`config.mk`:
```
export PLATFORM = sky130hd
export DESIGN_NAME = rlb_div
export DESIGN_NICKNAME = d
export VERILOG_FILES = /design/src/hdl/rlb_pkg.sv /design/src/hdl/rlb_div.sv
export SDC_FILE = /design/constraint.sdc
export NUM_CORES = 2
export LEC_CHECK = 0
export BUFFER_PORTS_ARGS = -buffer_cell sky130_fd_sc_hd__buf_2
export CAP_MARGIN = 25
export CORE_ASPECT_RATIO = 0.8
export CORE_MARGIN = 1
export CORE_UTILIZATION = 65
export CTS_BUF_LIST = sky130_fd_sc_hd__clkbuf_2
export DETAILED_ROUTE_END_ITERATION = 16
export PLACE_DENSITY = 0.82
export SYNTH_ARGS = -nofsm -noshare
export SYNTH_HDL_FRONTEND = slang
export SYNTH_SLANG_ARGS = --single-unit
```
`constraint.sdc`:
```
create_clock -name clk -period 11 [get_ports clk]
set_clock_uncertainty 0.2 [all_clocks]
set_input_delay 2.2 -clock clk [delete_from_list [all_inputs] [get_ports clk]]
set_output_delay 2.2 -clock clk [all_outputs]
set_load 0.05 [all_outputs]
```
`src/hdl/rlb_pkg.sv`:
```
// Shared types and constants for the RGBA layer blend unit.
package rlb_pkg;

    // Q16 fixed point, 1.0 = 65536, values 0..65536 need 17 bits
    typedef logic [16:0] q_t;

    localparam q_t Q_ONE     = 17'h10000;
    localparam q_t Q_HALF    = 17'h08000;
    localparam q_t Q_QUARTER = 17'h04000;

    // Opacity saturation and divide-by-100 reciprocal (exact for x < 2^23)
    localparam logic [6:0]  OPACITY_MAX = 7'd100;
    localparam logic [23:0] RECIP_100   = 24'd10737419;

    // Configuration register indexes
    localparam logic CFG_OPACITY = 1'b0;
    localparam logic CFG_MODE    = 1'b1;

    typedef enum logic [3:0] {
        MODE_NORMAL     = 4'd0,
        MODE_MULTIPLY   = 4'd1,
        MODE_SCREEN     = 4'd2,
        MODE_OVERLAY    = 4'd3,
        MODE_DARKEN     = 4'd4,
        MODE_LIGHTEN    = 4'd5,
        MODE_DODGE      = 4'd6,
        MODE_BURN       = 4'd7,
        MODE_HARD_LIGHT = 4'd8,
        MODE_SOFT_LIGHT = 4'd9,
        MODE_DIFFERENCE = 4'd10,
        MODE_EXCLUSION  = 4'd11
    } blend_mode_t;

    // Per-channel data leaving the front end, carried alongside the root unit
    typedef struct packed {
        q_t          s;
        q_t          d;
        blend_mode_t mode;
        logic [17:0] b_simple;
        q_t          soft_lo;
        q_t          cub;
        q_t          dm;
        logic [32:0] div_num;
        q_t          div_den;
        logic [7:0]  dstb;
        q_t          sa;
        q_t          da;
        logic [7:0]  dsta;
    } sq_side_t;

endpackage

```
`src/hdl/rlb_div.sv`:
```
// Pipelined restoring divider, one quotient bit per stage, with sideband.
module rlb_div
    import rlb_pkg::*;
#(
    parameter int NUMW  = 33,
    parameter int DENW  = 17,
    parameter int SIDEW = 8
)
(
    input  logic             clk,
    input  logic             rst_n,
    input  logic             en,
    input  logic             in_valid,
    input  logic [NUMW-1:0]  num,
    input  logic [DENW-1:0]  den,
    input  logic [SIDEW-1:0] side_in,
    output logic             out_valid,
    output logic [NUMW-1:0]  quot,
    output logic [SIDEW-1:0] side_out
);

    logic [DENW-1:0]  rem_w  [NUMW+1];
    logic [NUMW-1:0]  num_w  [NUMW+1];
    logic [NUMW-1:0]  quo_w  [NUMW+1];
    logic [DENW-1:0]  den_w  [NUMW+1];
    logic [SIDEW-1:0] side_w [NUMW+1];
    logic             vld_w  [NUMW+1];

    assign rem_w[0]  = '0;
    assign num_w[0]  = num;
    assign quo_w[0]  = '0;
    assign den_w[0]  = den;
    assign side_w[0] = side_in;
    assign vld_w[0]  = in_valid;

    for (genvar k = 0; k < NUMW; k++)
    begin : g_stage
        logic [DENW:0]    trial;
        logic [DENW:0]    diff;
        logic             ge;
        logic [DENW-1:0]  rem_reg;
        logic [NUMW-1:0]  num_reg;
        logic [NUMW-1:0]  quo_reg;
        logic [DENW-1:0]  den_reg;
        logic [SIDEW-1:0] side_reg;
        logic             vld_reg;

        // shift in next numerator bit, trial subtract
        always_comb
        begin
            trial = {rem_w[k], num_w[k][NUMW-1]};
            diff  = trial - {1'b0, den_w[k]};
            ge    = (trial >= {1'b0, den_w[k]});
        end

        always_ff @(posedge clk or negedge rst_n)
        begin
            if (!rst_n)
                vld_reg <= 1'b0;
            else if (en)
                vld_reg <= vld_w[k];
        end

        always_ff @(posedge clk)
        begin
            if (en)
            begin
                rem_reg  <= ge ? diff[DENW-1:0] : trial[DENW-1:0];
                num_reg  <= num_w[k] << 1;
                quo_reg  <= {quo_w[k][NUMW-2:0], ge};
                den_reg  <= den_w[k];
                side_reg <= side_w[k];
            end
        end

        assign rem_w[k+1]  = rem_reg;
        assign num_w[k+1]  = num_reg;
        assign quo_w[k+1]  = quo_reg;
        assign den_w[k+1]  = den_reg;
        assign side_w[k+1] = side_reg;
        assign vld_w[k+1]  = vld_reg;
    end

    assign out_valid = vld_w[NUMW];
    assign quot      = quo_w[NUMW];
    assign side_out  = side_w[NUMW];

endmodule

```
==> reports/qor.yml <==
logic_synthesis:
  yosysUniqueCellTypes: 86
  avgSynthCellArea_sq_um: 14.99
  synth_edf_count: 2441
  synth-seq-cells: 2474
  yosysWarnings: 0
  async_reset_ff_frac: 0.01334
  synth_top_area_cell: "edfxtp_1"
  synthFlopType: "edfxtp_1"
  synth_nets: 7698
  yosysMostFrequentCell: "edfxtp_1"
  synth.cell_area_sq_mm: 0.1058
  ys_top_cells_by_area: "edfxtp_1 69%, ha_1 6.5%, mux2_2 3.0%"
  yosysSeqAreaShare: 0.7006
  synthTopCellsByCount: "2,441 x edfxtp_1, 698 x inv_1, 546 x ha_1"
  netlist_instances: 7059
  synth_top_area_frac: 0.6928
timing:
  max_freq_mhz: 210.1
  hold_viol: 0
  fin_tns_setup_ns: 0
  worstMarginPinSlew_ns: 1.181
  period_minus_slack_ns: 4.759
  rsz0062_at_grt: "no"
  period_share: 0.4326
  relSlewSlack: 0.2125
  timing.hold.ws_ns: 0.07811
  finalSetupViolations: 0
  slew_violations: 0
layout:
  fin_nets: 8360
  drive_above_1_share: 0.1707
  syn_to_final_growth_pct: 7.972
  stdcell_area_sq_mm: 0.1142
clock_network:
  clock-sinks: 2474
  cts_resized: 0
  clockRootBuffer: "clkbuf_2"
  htreeDepth: 6
  clk_path_buf_depth: 4
  path_clk_slew_ns: 0.11
  cts_hold_buffers: 0
  tritoncts: "yes"
  post_cts_buffers: 0
  numCtsBuffers: 592
  clock_latency_ns: 1.78
die:
  dieWidth_um: 453.1
  core.rowCount: 132
  core_area_sq_mm: 0.1617
  pin_count: 104
  start_util: 0.6543
  fp.dieH_um: 362.8
  die_area_sq_mm: 0.1644
power_and_ir_drop:
  ir_drop_v: 0.0002325
  powerDensity_mw_per_mm2: 259.4
  power.leakage_nw: 44.90
critical_path:
  crit_type: "flop to output pin"
  cp_max_fo: 1
  crit_buf_inv: 1
  cp.arrival_ns: 2.36
  start_kind: "flop"
  critPathCaptureType: "output pin"
  path_cells: "buf_2"
  cp_top_family: "flip-flops"
  cpMaxStageDelayCell: "edfxtp_1"
  required_ns: 8.60
  max_stage_delay_ns: 0.39
place:
  port_buffers: 103
  dp_hpwl_mm: 127.6
  gp_congestion: 0.9280
  dpl_cell_area_sq_mm: 0.1092
global_routing:
  grt_usage: 0.2328
  grt_start_max_net_pins: 179
  overflow: 0
  grt_pass1_wl_mm: 302.4
  grt_pass1_vias: 58120
  antenna_found_initial: 11
outcome:
  status: "finished, final reports clean"
detailed_routing:
  ant_nets: 0
  wl_per_cell_um: 18.45
  drt_iter0_drc: 5735
  vias: 58450
  viasPerCell: 5.699
  drt-pass1-iter-count: 6
  drt_wl_total_mm: 189.2
  route.detailed.drc: 0
min_path:
  worstHoldPathType: "flop to flop"
job:
  drv_cap: 0
==> per-layer routing <==
layer	global-route usage	part of all wire
met5	0	0
met4	0.07258	0.019
met3	0.05481	0.079
met2	0.3394	0.44
met1	0.3491	0.46
==> power by group <==
part           internal (mW)  switching [mW]
Clock                   2.18            3.44
Combinational           4.66            5.70
Sequential              12.7           0.964
==> metrics by stage <==
step           total power [mW]  setup slack (ns)    util  std cells
2_1_floorplan             21.29             7.217       -       7059
3_3_place_gp              23.45             5.988  0.6748       9262
3_5_place_dp              23.92             5.906  0.6751       9264
4_1_cts                   29.69             5.961  0.7056      10240
5_1_grt                   31.57             5.907  0.7065      10260
6_report                  29.63             6.241  0.7065      10260
==> logic make-up after synthesis <==
group / after synthesis / share of synthesized area
DFF: 2474 / 0.7006
AOI/OAI and AO/OA: 1401 / 0.08409
and+or+nand+nor: 1088 / 0.04761
buffers and inverters: 779 / 0.02850
adders and majority gates: 577 / 0.07044
xor gates and xnor gates: 425 / 0.03518
muxes: 315 / 0.03353
==> worst paths after layout <==
check                      slack [ns]  cells past startpoint                               end                         startpoint
setup / recovery                 6.24                      1                           quot[8]                  quot[8]$_DFFE_PP_
hold reg to reg                  0.08                      0  g_stage[3].num_reg[14]$_DFFE_PP_   g_stage[2].num_reg[13]$_DFFE_PP_
min in group asynchronous        0.36                      1   g_stage[27].vld_reg$_DFFE_PN0P_                              rst_n
hold / removal                   0.08                      0  g_stage[3].num_reg[14]$_DFFE_PP_   g_stage[2].num_reg[13]$_DFFE_PP_
max in group asynchronous        9.72                      1   g_stage[11].vld_reg$_DFFE_PN0P_                              rst_n
setup reg to reg                 6.57                     12  g_stage[31].rem_reg[5]$_DFFE_PP_  g_stage[30].num_reg[32]$_DFFE_PP_
==> final cells by class <==
class,instances,area (sq um)
timing repair buffer,148,1111
antenna,11,27.53
clock buffer,824,4124
sequential,2474,74130
inverter,699,2624
fill,10650,47460
multi-input combinational,3806,28730
clock inverter,150,808.3
tap,2144,2683
==> cells in the final DEF, fill, tap and decap left out, drive strengths merged, types with 45 or more instances in the layout <==
| cell type | synthesis | routed |
|---|---|---|
| edfxtp | 2441 | 2441 |
| clkbuf | 46 | 824 |
| inv | 698 | 712 |
| ha | 546 | 546 |
| a21oi | 416 | 416 |
| o21ai | 388 | 388 |
| nand2 | 362 | 362 |
| mux2 | 294 | 294 |
| nor2 | 287 | 287 |
| xnor2 | 246 | 246 |
| xor2 | 179 | 179 |
| a21o | 172 | 172 |
| buf | 34 | 148 |
| clkinv | 1 | 125 |
| nand4 | 85 | 85 |
| nor3 | 77 | 77 |
| nand3 | 76 | 76 |
| o21bai | 76 | 76 |
| nand2b | 67 | 67 |
| o21a | 60 | 60 |
| a211oi | 45 | 45 |
No activity file was read; power rests on OpenSTA's default activity.
