--- config.mk ---
export PLATFORM = sky130hd
export DESIGN_NAME = rlb_sqrt
export DESIGN_NICKNAME = d
export VERILOG_FILES = /design/src/hdl/rlb_pkg.sv /design/src/hdl/rlb_sqrt.sv
export SDC_FILE = /design/constraint.sdc
export NUM_CORES = 1
export LEC_CHECK = 0
export BUFFER_PORTS_ARGS = -buffer_cell sky130_fd_sc_hd__buf_2
export CAP_MARGIN = 20
export CELL_PAD_IN_SITES_DETAIL_PLACEMENT = 1
export CELL_PAD_IN_SITES_GLOBAL_PLACEMENT = 1
export CORE_ASPECT_RATIO = 1.1
export CORE_UTILIZATION = 45
export DETAILED_ROUTE_END_ITERATION = 10
export GPL_TIMING_DRIVEN = 1
export PLACE_DENSITY_LB_ADDON = 0.1
export SLEW_MARGIN = 20
export SYNTH_ARGS = -nofsm -noshare
export SYNTH_HDL_FRONTEND = slang
export SYNTH_SLANG_ARGS = --single-unit
export TNS_END_PERCENT = 20
--- constraint.sdc ---
create_clock -name clk -period 5.12 [get_ports clk]
set_clock_uncertainty 0.15 [all_clocks]
set_input_delay 0.256 -clock clk [delete_from_list [all_inputs] [get_ports clk]]
set_output_delay 0.256 -clock clk [all_outputs]
set_load 0.1 [all_outputs]
--- src/hdl/rlb_pkg.sv ---
// Shared types and constants for the RGBA layer blend unit.
package rlb_pkg;

    // Q16 fixed point, 1.0 = 65536, values 0..65536 need 17 bits
    typedef logic [16:0] q_t;

    localparam q_t Q_ONE     = 17'h10000;
    localparam q_t Q_HALF    = 17'h08000;
    localparam q_t Q_QUARTER = 17'h04000;

    // Opacity saturation and divide-by-100 reciprocal (exact for x < 2^23)
    localparam logic [6:0]  OPACITY_MAX = 7'd100;
    localparam logic [23:0] RECIP_100   = 24'd10737419;

    // Configuration register indexes
    localparam logic CFG_OPACITY = 1'b0;
    localparam logic CFG_MODE    = 1'b1;

    typedef enum logic [3:0] {
        MODE_NORMAL     = 4'd0,
        MODE_MULTIPLY   = 4'd1,
        MODE_SCREEN     = 4'd2,
        MODE_OVERLAY    = 4'd3,
        MODE_DARKEN     = 4'd4,
        MODE_LIGHTEN    = 4'd5,
        MODE_DODGE      = 4'd6,
        MODE_BURN       = 4'd7,
        MODE_HARD_LIGHT = 4'd8,
        MODE_SOFT_LIGHT = 4'd9,
        MODE_DIFFERENCE = 4'd10,
        MODE_EXCLUSION  = 4'd11
    } blend_mode_t;

    // Per-channel data leaving the front end, carried alongside the root unit
    typedef struct packed {
        q_t          s;
        q_t          d;
        blend_mode_t mode;
        logic [17:0] b_simple;
        q_t          soft_lo;
        q_t          cub;
        q_t          dm;
        logic [32:0] div_num;
        q_t          div_den;
        logic [7:0]  dstb;
        q_t          sa;
        q_t          da;
        logic [7:0]  dsta;
    } sq_side_t;

endpackage

--- src/hdl/rlb_sqrt.sv ---
// Pipelined digit-by-digit integer square root of a 33-bit value, with sideband.
module rlb_sqrt
    import rlb_pkg::*;
#(
    parameter int SIDEW = 8
)
(
    input  logic             clk,
    input  logic             rst_n,
    input  logic             en,
    input  logic             in_valid,
    input  logic [32:0]      x,
    input  logic [SIDEW-1:0] side_in,
    output logic             out_valid,
    output q_t               root,
    output logic [SIDEW-1:0] side_out
);

    localparam int XW    = 33;
    localparam int STEPS = 17;

    logic [XW-1:0]    x_w    [STEPS+1];
    logic [XW-1:0]    res_w  [STEPS+1];
    logic [SIDEW-1:0] side_w [STEPS+1];
    logic             vld_w  [STEPS+1];

    assign x_w[0]    = x;
    assign res_w[0]  = '0;
    assign side_w[0] = side_in;
    assign vld_w[0]  = in_valid;

    for (genvar k = 0; k < STEPS; k++)
    begin : g_step
        localparam logic [XW-1:0] BIT = {{(XW-1){1'b0}}, 1'b1} << (2 * (STEPS - 1 - k));

        logic [XW:0]      sum;
        logic             ge;
        logic [XW-1:0]    x_reg;
        logic [XW-1:0]    res_reg;
        logic [SIDEW-1:0] side_reg;
        logic             vld_reg;

        always_comb
        begin
            sum = {1'b0, res_w[k]} + {1'b0, BIT};
            ge  = ({1'b0, x_w[k]} >= sum);
        end

        always_ff @(posedge clk or negedge rst_n)
        begin
            if (!rst_n)
                vld_reg <= 1'b0;
            else if (en)
                vld_reg <= vld_w[k];
        end

        always_ff @(posedge clk)
        begin
            if (en)
            begin
                x_reg    <= ge ? (x_w[k] - sum[XW-1:0]) : x_w[k];
                res_reg  <= ge ? ((res_w[k] >> 1) + BIT) : (res_w[k] >> 1);
                side_reg <= side_w[k];
            end
        end

        assign x_w[k+1]    = x_reg;
        assign res_w[k+1]  = res_reg;
        assign side_w[k+1] = side_reg;
        assign vld_w[k+1]  = vld_reg;
    end

    assign out_valid = vld_w[STEPS];
    assign root      = res_w[STEPS][16:0];
    assign side_out  = side_w[STEPS];

endmodule

==> results of run 1 <==
## cell families (layout without fill, tap and decap cells)
| kind of cell | after synthesis | after routing | share of synthesized area |
|---|---|---|---|
| xor+xnor | 203 | 203 | 0.0487 |
| fa+ha+maj | 167 | 167 | 0.0574 |
| flops | 834 | 834 | 0.683 |
| simple gates | 689 | 689 | 0.0979 |
| buf+inv | 238 | 490 | 0.0251 |
| mux | 49 | 49 | 0.0149 |
| compound gates | 424 | 424 | 0.0725 |
| other cells | 1 | 1 | 0.000103 |
## cell type report
class,instances,share of cell area
well taps,1054,0.0319
multi-input cells,1533,0.258
flip-flops and latches,834,0.603
repair buffers,139,0.0251
clock inverters,43,0.00877
inverters,200,0.0181
clock buffers,108,0.0550
## worst paths after layout
kind | endpoint | slack [ps] | startpoint | depth (start not counted)
worst max-delay path | g_step[14].x_reg[30] | 1320 | g_step[13].x_reg[15] | 8
worst min-delay path | g_step[7].x_reg[31] | 20 | en | 1
worst max register to register | g_step[14].x_reg[30] | 1320 | g_step[13].x_reg[15] | 8
worst min register to register | g_step[8].side_reg[2] | 270 | g_step[7].side_reg[2] | 0
max in group asynchronous | g_step[5].vld_reg | 3720 | rst_n | 3
min in group asynchronous | g_step[13].vld_reg | 630 | rst_n | 3
## per-layer routing
layer / routed length, µm / global-route usage / part of all wire
met3: 1920 / 0.0279 / 0.026
met5: 0 / 0 / 0
met2: 43400 / 0.380 / 0.58
met1: 26900 / 0.180 / 0.36
met4: 2620 / 0.0745 / 0.035
## power by group
group / total [µW] / internal (µW) / leakage (µW) / switching [µW]
combinational: 2880 / 1210 / 0.00612 / 1670
sequential: 9110 / 8550 / 0.00806 / 558
clock: 5870 / 3280 / 0.00128 / 2590
## layout by cell type, fill, tap and decap left out, types with 16 or more instances in the layout
cell type | synthesis | layout
a21o_1 | 48 | 48
a21oi_1 | 134 | 134
buf_2 | 6 | 69
buf_4 | 2 | 21
clkbuf_1 | 25 | 19
clkbuf_16 | 0 | 87
clkinv_1 | 0 | 16
dfrtp_1 | 17 | 17
dlygate4sd3_1 | 0 | 44
edfxtp_1 | 817 | 817
ha_1 | 166 | 166
inv_1 | 198 | 198
mux2_2 | 42 | 42
nand2_1 | 161 | 161
nand2b_1 | 30 | 30
nand3_1 | 42 | 42
nand4_1 | 34 | 34
nand4b_1 | 17 | 17
nor2_1 | 157 | 157
nor2b_1 | 21 | 21
nor3_1 | 54 | 54
nor4_1 | 72 | 71
o21a_1 | 28 | 28
o21ai_0 | 96 | 96
o31ai_1 | 16 | 16
or3_1 | 25 | 25
xnor2_1 | 117 | 117
xor2_1 | 86 | 86
## per-stage QoR
step                cell area, µm²  power (µW)  utilization  hold slack, ps  std cells
floorplan                    36500       11100            -            -190       2605
global placement             38300       12000        0.477            33.0       3716
detailed placement           38300       12100        0.477            41.5       3716
CTS                          41400       18100        0.515            3.60       3911
global route                 41400       18700        0.515            36.7       3911
finish                       41400       17900        0.515            21.3       3911
## what timing repair did
item	4_1_cts	5_1_grt
hold endpoints to repair	59	0
buffers inserted	0	0
hold buffers	44	0
==> metrics.md, run 1 <==
| Metric | Value |
|---|---|
| Worst path arrival time | 4050 ps |
| Async set or reset register ratio after synthesis | 0.0204 |
| CTS resizes | 0 |
| Leakage | about 0.015 µW |
| Area share of the largest cell type after synthesis | 0.672 |
| FILL cells | 7919 |
| CTS H-tree depth | 3 |
| CP top delay family | compound AO/OA/AOI/OAI gates |
| Count leader, synth | edfxtp_1 |
| Grt ovf | 0 |
| Dpl ws | 1290 ps |
| N_diodes | 0 |
| Die Y | between 300 and 400 µm |
| Most common flop cell mapped by yosys | edfxtp_1 |
| Power Dens Cells | 432 nW/µm² |
| Port Buffers | 70 |
| Global-route usage over all layers | 0.186 |
| CTS tree | yes |
| Post-synth cell types | ~80 |
| Num CTS Buffers | 87 |
| Worst setup margin | ~1300 ps |
| Largest area contributor in the netlist | edfxtp_1 |
| Crit path buffers/inverters | 0 |
| Crit Path Category | register to register |
| Total Routed Length | 74900 µm |
| Sequential area share after synthesis | 0.683 |
| Max reg flops | 528 |
| Clk Latency, worst-skew pair | 650 ps |
| Final Max Slew Viols | 0 |
| Critical-path cell list | ha_1 -> nand3_1 -> o21ai_0 -> a21boi_0 -> a31oi_2 -> or3_1 -> nor3_1 -> xor2_1 |
| Die Wd | between 200 and 300 µm |
| Die Area | approximately 82000 µm² |
| DP HPWL | roughly 55000 µm |
| Crit path largest cell delay | 810 ps |
| Synth warn | 0 |
| Via count | approximately 21000 |
| Setup crit end kind | register |
| Period utilization | 0.742 |
| First-pass GRT wire length | 119000 µm |
| Initial core utilization | 0.455 |
| # nets final | 3007 |
| Peak VDD IR | 0.000295 V |
| CTS clk-pin slew, worst paths | 60 ps |
| Min Tclk post-route | between 3000 and 4000 ps |
| Post-detailed-route wirelength per cell | approximately 19 µm |
| Clock tree buffer depth | 3 |
| Multi-input gate area | 10700 µm² |
| Largest net degree at the start of global routing | roughly 160 |
| Iter 0 DRT Violations | 816 |
| FF+latch area | 25000 µm² |
| Vias in the first global route | 22900 |
| GP Congestion | 0.905 |
| Mapped Area | 36500 µm² |
| Final setup viols | 0 |
| Antenna viol nets, final | 0 |
| CP Launch Type | register |
| Layout overhead on the synthesized area | 13.3% |
| Remaining DRCs | 0 |
| RSZ-0062 raised after global routing | false |
| Setup TNS | 0 ps |
| Pre-antenna DRT Iters | 5 |
| Share of layout cells above drive strength 1 | 0.0973 |
| Endpoints failing hold | 0 |
| IO Pins | 71 |
| Root buf cell | clkbuf_16 |
| Critical path data required time | 5370 ps |
| Initial antenna violation count | 0 |
| Vias/cell | 5.29 |
| Slowest-stage cell, CP | a21boi_0 |
| Hold WC Path Type | input pin to register |
| Status | finished clean |
| Ranking of synthesized cells by area | edfxtp_1 67%, ha_1 5.7%, xnor2_1 2.8% |
| Core area | 80300 µm² |
| Fmax | approximately 260 MHz |
| Synth cell count leaders | 817 x edfxtp_1, 198 x inv_1, 166 x ha_1 |
| Post-synthesis register bit count | 834 |
| Worst-Margin Slew | 988 ps |
| Number of max-cap violations | 0 |
| EDFF count, synth | 817 |
| FP Rows | 109 |
| Mean post-synth cell area | ~14 µm² |
| Clock sinks | 834 |
| Slew HR | 0.340 |
| Synth Net Count | roughly 2800 |
| Synthesized instance count | 2605 |
| Crit path max fanout | 12 |
No activity file was read; power rests on OpenSTA's default activity.
==> inputs of run 2 (changes only) <==
Clock period 5.12 ns to 3.5 ns, I/O delays scaled along.
==> metrics.md, run 2 (same netlist as run 1, synthesis figures left out) <==
| Metric | Value |
|---|---|
| Leakage | 0.0158 µW (+2.2%) |
| Initial core utilization | 0.455 (unchanged) |
| Global-route usage over all layers | 0.191 (+0.00544) |
| Remaining DRCs | 0 (unchanged) |
| Core area | 80300 µm² (unchanged) |
| Post-Layout Cell Count | 3973 (+1.6%) |
| DP HPWL | 56700 µm (+3.6%) |
| Num CTS Buffers | 87 (unchanged) |
| Root buf cell | clkbuf_16 |
| Worst Hold Depth | 2 (+1) |
| Clk Latency, worst-skew pair | 670 ps (+20 ps) |
| Internal | 19500 µW (+49%) |
| CTS H-tree depth | 3 (unchanged) |
| Crit Path Category | register to register |
| Largest net degree at the start of global routing | 86 (-48%) |
| Hold WC Path Type | input pin to register |
| GP Congestion | 0.927 (+2.4%) |
| RSZ-0062 raised after global routing | false |
| Total Routed Length | 76700 µm (+2.5%) |
| Crit path buffers/inverters | 1 (+1) |
| Share of layout cells above drive strength 1 | 0.114 (+0.0168) |
| Die Y | 301 µm (unchanged) |
| Max reg flops | 528 (unchanged) |
| Slowest-stage cell, CP | edfxtp_1 |
| Switching Power | 7200 µW (+49%) |
| Vias/cell | 5.31 (+0.23%) |
| Initial antenna violation count | 1 (+1) |
| Worst setup margin | 175 ps (-1140 ps) |
| Port Buffers | 70 (unchanged) |
| First-pass GRT wire length | 123000 µm (+3.3%) |
| Sequential share of power | 0.498 (-0.012) |
| Status | finished clean |
| Slew HR | 0.372 (+0.0326) |
| Grt ovf | 0 (unchanged) |
| # nets final | 3058 (+1.7%) |
| CTS tree | yes |
| Crit path depth | 10 (+2) |
| Die Wd | 274 µm (unchanged) |
| Worst Reg-to-Reg Cells | 10 (+2) |
| Comb pwr share | 0.163 (+0.002) |
| Commonest non-fill, non-tap cells in the layout | 817 x edfxtp_1, 198 x inv_1, 166 x ha_1 |
| Commonest non-fill, non-tap cell in the layout | edfxtp_1 |
| Antenna viol nets, final | 0 (unchanged) |
| Clock network power share | 0.339 (+0.010) |
| Dpl ws | 32.8 ps (-1250 ps) |
| Clock sinks | 834 (unchanged) |
| Pre-antenna DRT Iters | 5 (unchanged) |
| Via count | 21100 (+1.8%) |
| Layout overhead on the synthesized area | 15.1% |
| Number of max-cap violations | 0 (unchanged) |
| Final Max Slew Viols | 0 (unchanged) |
| Clock tree buffer depth | 3 (unchanged) |
| CP top delay family | compound AO/OA/AOI/OAI gates |
| Crit path max fanout | 7 (-5) |
| Area post-placement | 38700 µm² (+1.1%) |
| Critical-path cell list | ha_1 -> or3_1 -> o2bb2ai_1 -> o211ai_1 -> o21ai_1 -> o21ai_0 -> nor3_2 -> buf_4 -> nand4b_1 -> xnor2_1 |
| Peak VDD IR | 0.000617 V (+110%) |
| Total design power | 26700 µW (+49%) |
| IO Pins | 71 (unchanged) |
| Fmax | 301 MHz (+14%) |
| CTS clk-pin slew, worst paths | 70 ps (about the same) |
| Die Area | 82300 µm² (unchanged) |
| Cells after DPL | 3766 (+1.3%) |
| Crit path largest cell delay | 400 ps (-410 ps) |
| Power Dens Cells | 634 nW/µm² (+47%) |
| FILL cells | 7816 (-1.3%) |
| Post-detailed-route wirelength per cell | 19.3 µm (+0.88%) |
| Period utilization | 0.950 (+0.208) |
| Worst path arrival time | 3580 ps (-470 ps) |
| Endpoints failing hold | 0 (unchanged) |
| Critical path data required time | 3750 ps (-1620 ps) |
| FP Rows | 109 (unchanged) |
| Setup crit end kind | register |
| Final setup viols | 0 (unchanged) |
| Iter 0 DRT Violations | 860 (+5.4%) |
| Vias in the first global route | 23600 (+3.0%) |
| Post-route cell area | 42000 µm² (+1.6%) |
| Switching part of the total | 0.270 (about the same) |
| Setup TNS | 0 ps (unchanged) |
| CP Launch Type | register |
| Min Tclk post-route | 3320 ps (-476 ps) |
| Worst-Margin Slew | 942 ps (-46.7 ps) |
## run 2: changes by cell type in the layout (fill, tap and decap cells not counted), sizes merged
cell	delta
buf	+50
bufinv	+4
clkbuf	-2
clkinv	+10
clkinvlp	+1
diode	+1
dlygate4sd3	+1
inv	-3
## run 2: metal layers
metal  GRT usage  up-vias  part of all wire
met5           0        -                 0
met4      0.0906        0             0.041
met3      0.0277      168             0.028
met2       0.393      314              0.59
met1       0.179    10400              0.35
li1            -    10200                 -
## run 2: what timing repair did
item,CTS,global route
buffers inserted,0,0
gates resized for setup,0,6
setup endpoints to repair,0,21
hold buffers,45,0
hold endpoints to repair,113,0
## run 2: power groups by stage
stage / Clock, µW / Sequential (µW) / Combinational, µW
finish: 9040 / 13300 / 4340
global route: 9670 / 13400 / 4830
CTS: 9350 / 13300 / 4380
detailed placement: 0 / 13500 / 4310
global placement: 0 / 13400 / 4140
floorplan: 0 / 13300 / 2960
## run 2: worst reg2reg max path, stage by stage (launching register included)
cell       delay [ps]
edfxtp_1          400
ha_1              270
or3_1             390
o2bb2ai_1         400
o211ai_1          280
o21ai_1           320
o21ai_0           220
nor3_2            140
buf_4             180
nand4b_1          160
xnor2_1           170
## run 2: final timing paths
check                                 startpoint                     to  slack [ps]
setup / recovery             g_step[14].x_reg[4]   g_step[15].x_reg[31]         180
hold / removal                             x[26]    g_step[0].x_reg[26]          70
setup reg to reg             g_step[14].x_reg[4]   g_step[15].x_reg[31]         180
hold reg to reg            g_step[1].side_reg[6]  g_step[2].side_reg[6]         270
max in group asynchronous                  rst_n     g_step[13].vld_reg        2190
min in group asynchronous                  rst_n      g_step[8].vld_reg         530
## run 2: metrics by stage
| step | util | hold slack (ps) |
|---|---|---|
| after global routing | 0.523 | 35.3 |
| after detailed placement | 0.482 | -28.7 |
| after CTS | 0.523 | 4.53 |
| after floorplan | - | -271 |
| final | 0.523 | 66.2 |
| after global placement | 0.482 | -45.2 |
## run 2: final cells by class
cell class                 count  area, µm²  area share
clock inverter                55        567      0.0135
sequential                   834      25000       0.594
timing repair buffer         190       1490      0.0354
antenna                        1       2.50   0.0000595
clock buffer                 106       2270      0.0540
inverter                     200        751      0.0179
tap                         1054       1320      0.0314
multi-input combinational   1533      10700       0.254
==> inputs of run 3 (changes only) <==
Clock period 3.5 ns to 3.1 ns, I/O delays scaled along.
==> metrics.md, run 3 (same netlist as run 1, synthesis figures left out) <==
| Metric | Value |
|---|---|
| Min-delay src | x[19] |
| Setup TNS | 0 ps (unchanged) |
| RSZ-0062 raised after global routing | true |
| Status | finished clean |
| Layout overhead on the synthesized area | 20.3% |
| Share of layout cells above drive strength 1 | 0.185 (+0.0712) |
| Iter 0 DRT Violations | 942 (+9.5%) |
| Max reg flops | 528 (unchanged) |
| # nets final | 3191 (+4.3%) |
| Core area | 80300 µm² (unchanged) |
| CTS clk-pin slew, worst paths | 60 ps (about the same) |
| Remaining DRCs | 0 (unchanged) |
| Grt ovf | 0 (unchanged) |
| Via count | 21700 (+3.0%) |
| Total design power | 30900 µW (+16%) |
| Worst Hold Depth | 2 (unchanged) |
| Commonest non-fill, non-tap cells in the layout | 817 x edfxtp_1, 197 x inv_1, 186 x buf_4 |
| Final Max Slew Viols | 0 (unchanged) |
| Pre-antenna DRT Iters | 5 (unchanged) |
| CP top delay family | simple AND/OR/NAND/NOR gates |
| Global-route usage over all layers | 0.196 (+0.00456) |
| Root buf cell | clkbuf_16 |
| FF+latch area | 25000 µm² (unchanged) |
| Die Y | 301 µm (unchanged) |
| Min Tclk post-route | 3080 ps (-249 ps) |
| Worst-Margin Slew | 763 ps (-178 ps) |
| RR Startpoint | g_step[10].x_reg[15] |
| Critical path data required time | 3330 ps (-420 ps) |
| Critical path's most frequent cell | buf_4 |
| Period utilization | 0.992 (+0.0421) |
| Worst Reg-to-Reg Cells | 12 (+2) |
| Slowest-stage cell, CP | edfxtp_1 |
| Port Buffers | 70 (unchanged) |
| Worst hold slack | 61.5 ps (-4.71 ps) |
| Crit path buffers/inverters | 3 (+2) |
| Total Routed Length | 80400 µm (+4.8%) |
| Fmax | 325 MHz (+8.1%) |
| Critical-path cell list | ha_4 -> nand4_1 -> nand3b_1 -> nor4_4 -> buf_4 -> o21ai_2 -> and3_4 -> inv_4 -> o211ai_1 -> buf_4 -> nor3_4 -> xor2_1 |
| Post-route cell area | 43900 µm² (+4.5%) |
| Post-Layout Cell Count | 4103 (+3.3%) |
| Clock sinks | 834 (unchanged) |
| Setup crit end kind | register |
| Slew HR | 0.487 (+0.114) |
| Number of max-cap violations | 0 (unchanged) |
| Die Area | 82300 µm² (unchanged) |
| Crit Path Category | register to register |
| Hold EP | g_step[0].x_reg[19] |
| IO Pins | 71 (unchanged) |
| FILL cells | 7775 (-0.52%) |
| Vias in the first global route | 23800 (+0.95%) |
| Cells after DPL | 3869 (+2.7%) |
| Initial antenna violation count | 0 (-1) |
| Power Dens Cells | 704 nW/µm² (+11%) |
| R2R Setup Slk | 20 ps (-150 ps) |
| Clock tree buffer depth | 3 (unchanged) |
| Worst R2R End | g_step[11].x_reg[31] |
| Hold WC Path Type | input pin to register |
| GP Congestion | 0.898 (-3.0%) |
| Multi-input gate area | 11400 µm² (+6.6%) |
| DP HPWL | 58000 µm (+2.2%) |
| CP Launch Type | register |
| Crit path max fanout | 6 (-1) |
| Worst path arrival time | 3310 ps (-270 ps) |
| Leakage | 0.0166 µW (+5.2%) |
| Area post-placement | 39600 µm² (+2.3%) |
| Commonest non-fill, non-tap cell in the layout | edfxtp_1 |
| Crit path largest cell delay | 450 ps (+50 ps) |
| CTS H-tree depth | 3 (unchanged) |
| Endpoints failing hold | 0 (unchanged) |
| FP Rows | 109 (unchanged) |
| Num CTS Buffers | 87 (unchanged) |
| Clk Latency, worst-skew pair | 670 ps (about the same) |
| Peak VDD IR | 0.000443 V (-28%) |
| Die Wd | 274 µm (unchanged) |
| CTS tree | yes |
| N_diodes | 0 (-1) |
| Final setup viols | 0 (unchanged) |
| Vias/cell | 5.29 (-0.24%) |
| Antenna viol nets, final | 0 (unchanged) |
| Initial core utilization | 0.455 (unchanged) |
| Largest net degree at the start of global routing | 94 (+9.3%) |
| Post-detailed-route wirelength per cell | 19.6 µm (+1.5%) |
| First-pass GRT wire length | 126000 µm (+2.2%) |
## run 3: changes by cell type in the layout (fill, tap and decap cells not counted), moves of 11 or more
cell,change
buf_4,+120
ha_1,-28
ha_4,+22
nor4_1,-13
o21ai_0,-11
## run 3: where the power goes
part | internal [µW] | switching, µW | total [µW]
Combinational | 2480 | 3050 | 5530
Sequential | 14100 | 907 | 15000
Clock | 5990 | 4390 | 10400
## run 3: worst register-to-register path: cells and delay by family, from the launching register on
family	cells	cell delay, ps
flip-flops	1	450
buffers and inverters	3	470
XOR/XNOR	1	100
AO/OA/AOI/OAI	2	240
adder cells (fa/ha/maj)	1	340
AND/OR/NAND/NOR	5	1080
## run 3: repair_timing
item / 4_1_cts / 5_1_grt
gates resized for setup: 36 / 98
buffers inserted: 1 / 29
hold buffers: 45 / 0
setup endpoints to repair: 126 / 103
pin swaps: 10 / 38
endpoints found under the hold margin: 110 / 0
## run 3: cell type report
cell class	instances	share of cell area
flip-flops and latches	834	0.568
multi-input cells	1533	0.259
repair buffers	323	0.0598
clock buffers	101	0.0519
well taps	1054	0.0300
inverters	200	0.0171
clock inverters	58	0.0138
## run 3: per-stage QoR
step | setup WS (ps) | util
2_1_floorplan | 289 | -
3_3_place_gp | -569 | 0.493
3_5_place_dp | -561 | 0.493
4_1_cts | -49.3 | 0.537
5_1_grt | -97.1 | 0.547
6_report | 24.6 | 0.547
## run 3: per-layer routing
layer / track usage / routed length (µm) / share of wire / vias to the layer above
met2: 0.394 / 46200 / 0.57 / 299
met3: 0.0291 / 2170 / 0.027 / 160
met5: 0 / 0 / 0 / -
li1: - / - / - / 10500
met4: 0.0850 / 2840 / 0.035 / 0
met1: 0.194 / 29200 / 0.36 / 10800
## run 3: how the worst max path moves through the flow
stage                     cells after the start                  start  slack [ps]                    to
after detailed placement                     10    g_step[8].x_reg[17]        -560   g_step[9].x_reg[21]
final                                        12   g_step[10].x_reg[15]          20  g_step[11].x_reg[31]
after global routing                         12  g_step[14].res_reg[5]        -100  g_step[15].x_reg[19]
after CTS                                    10   g_step[10].x_reg[17]         -50  g_step[11].x_reg[25]
after global placement                       10    g_step[8].x_reg[17]        -570   g_step[9].x_reg[20]
after floorplan                               9    g_step[12].x_reg[9]         290  g_step[13].x_reg[31]
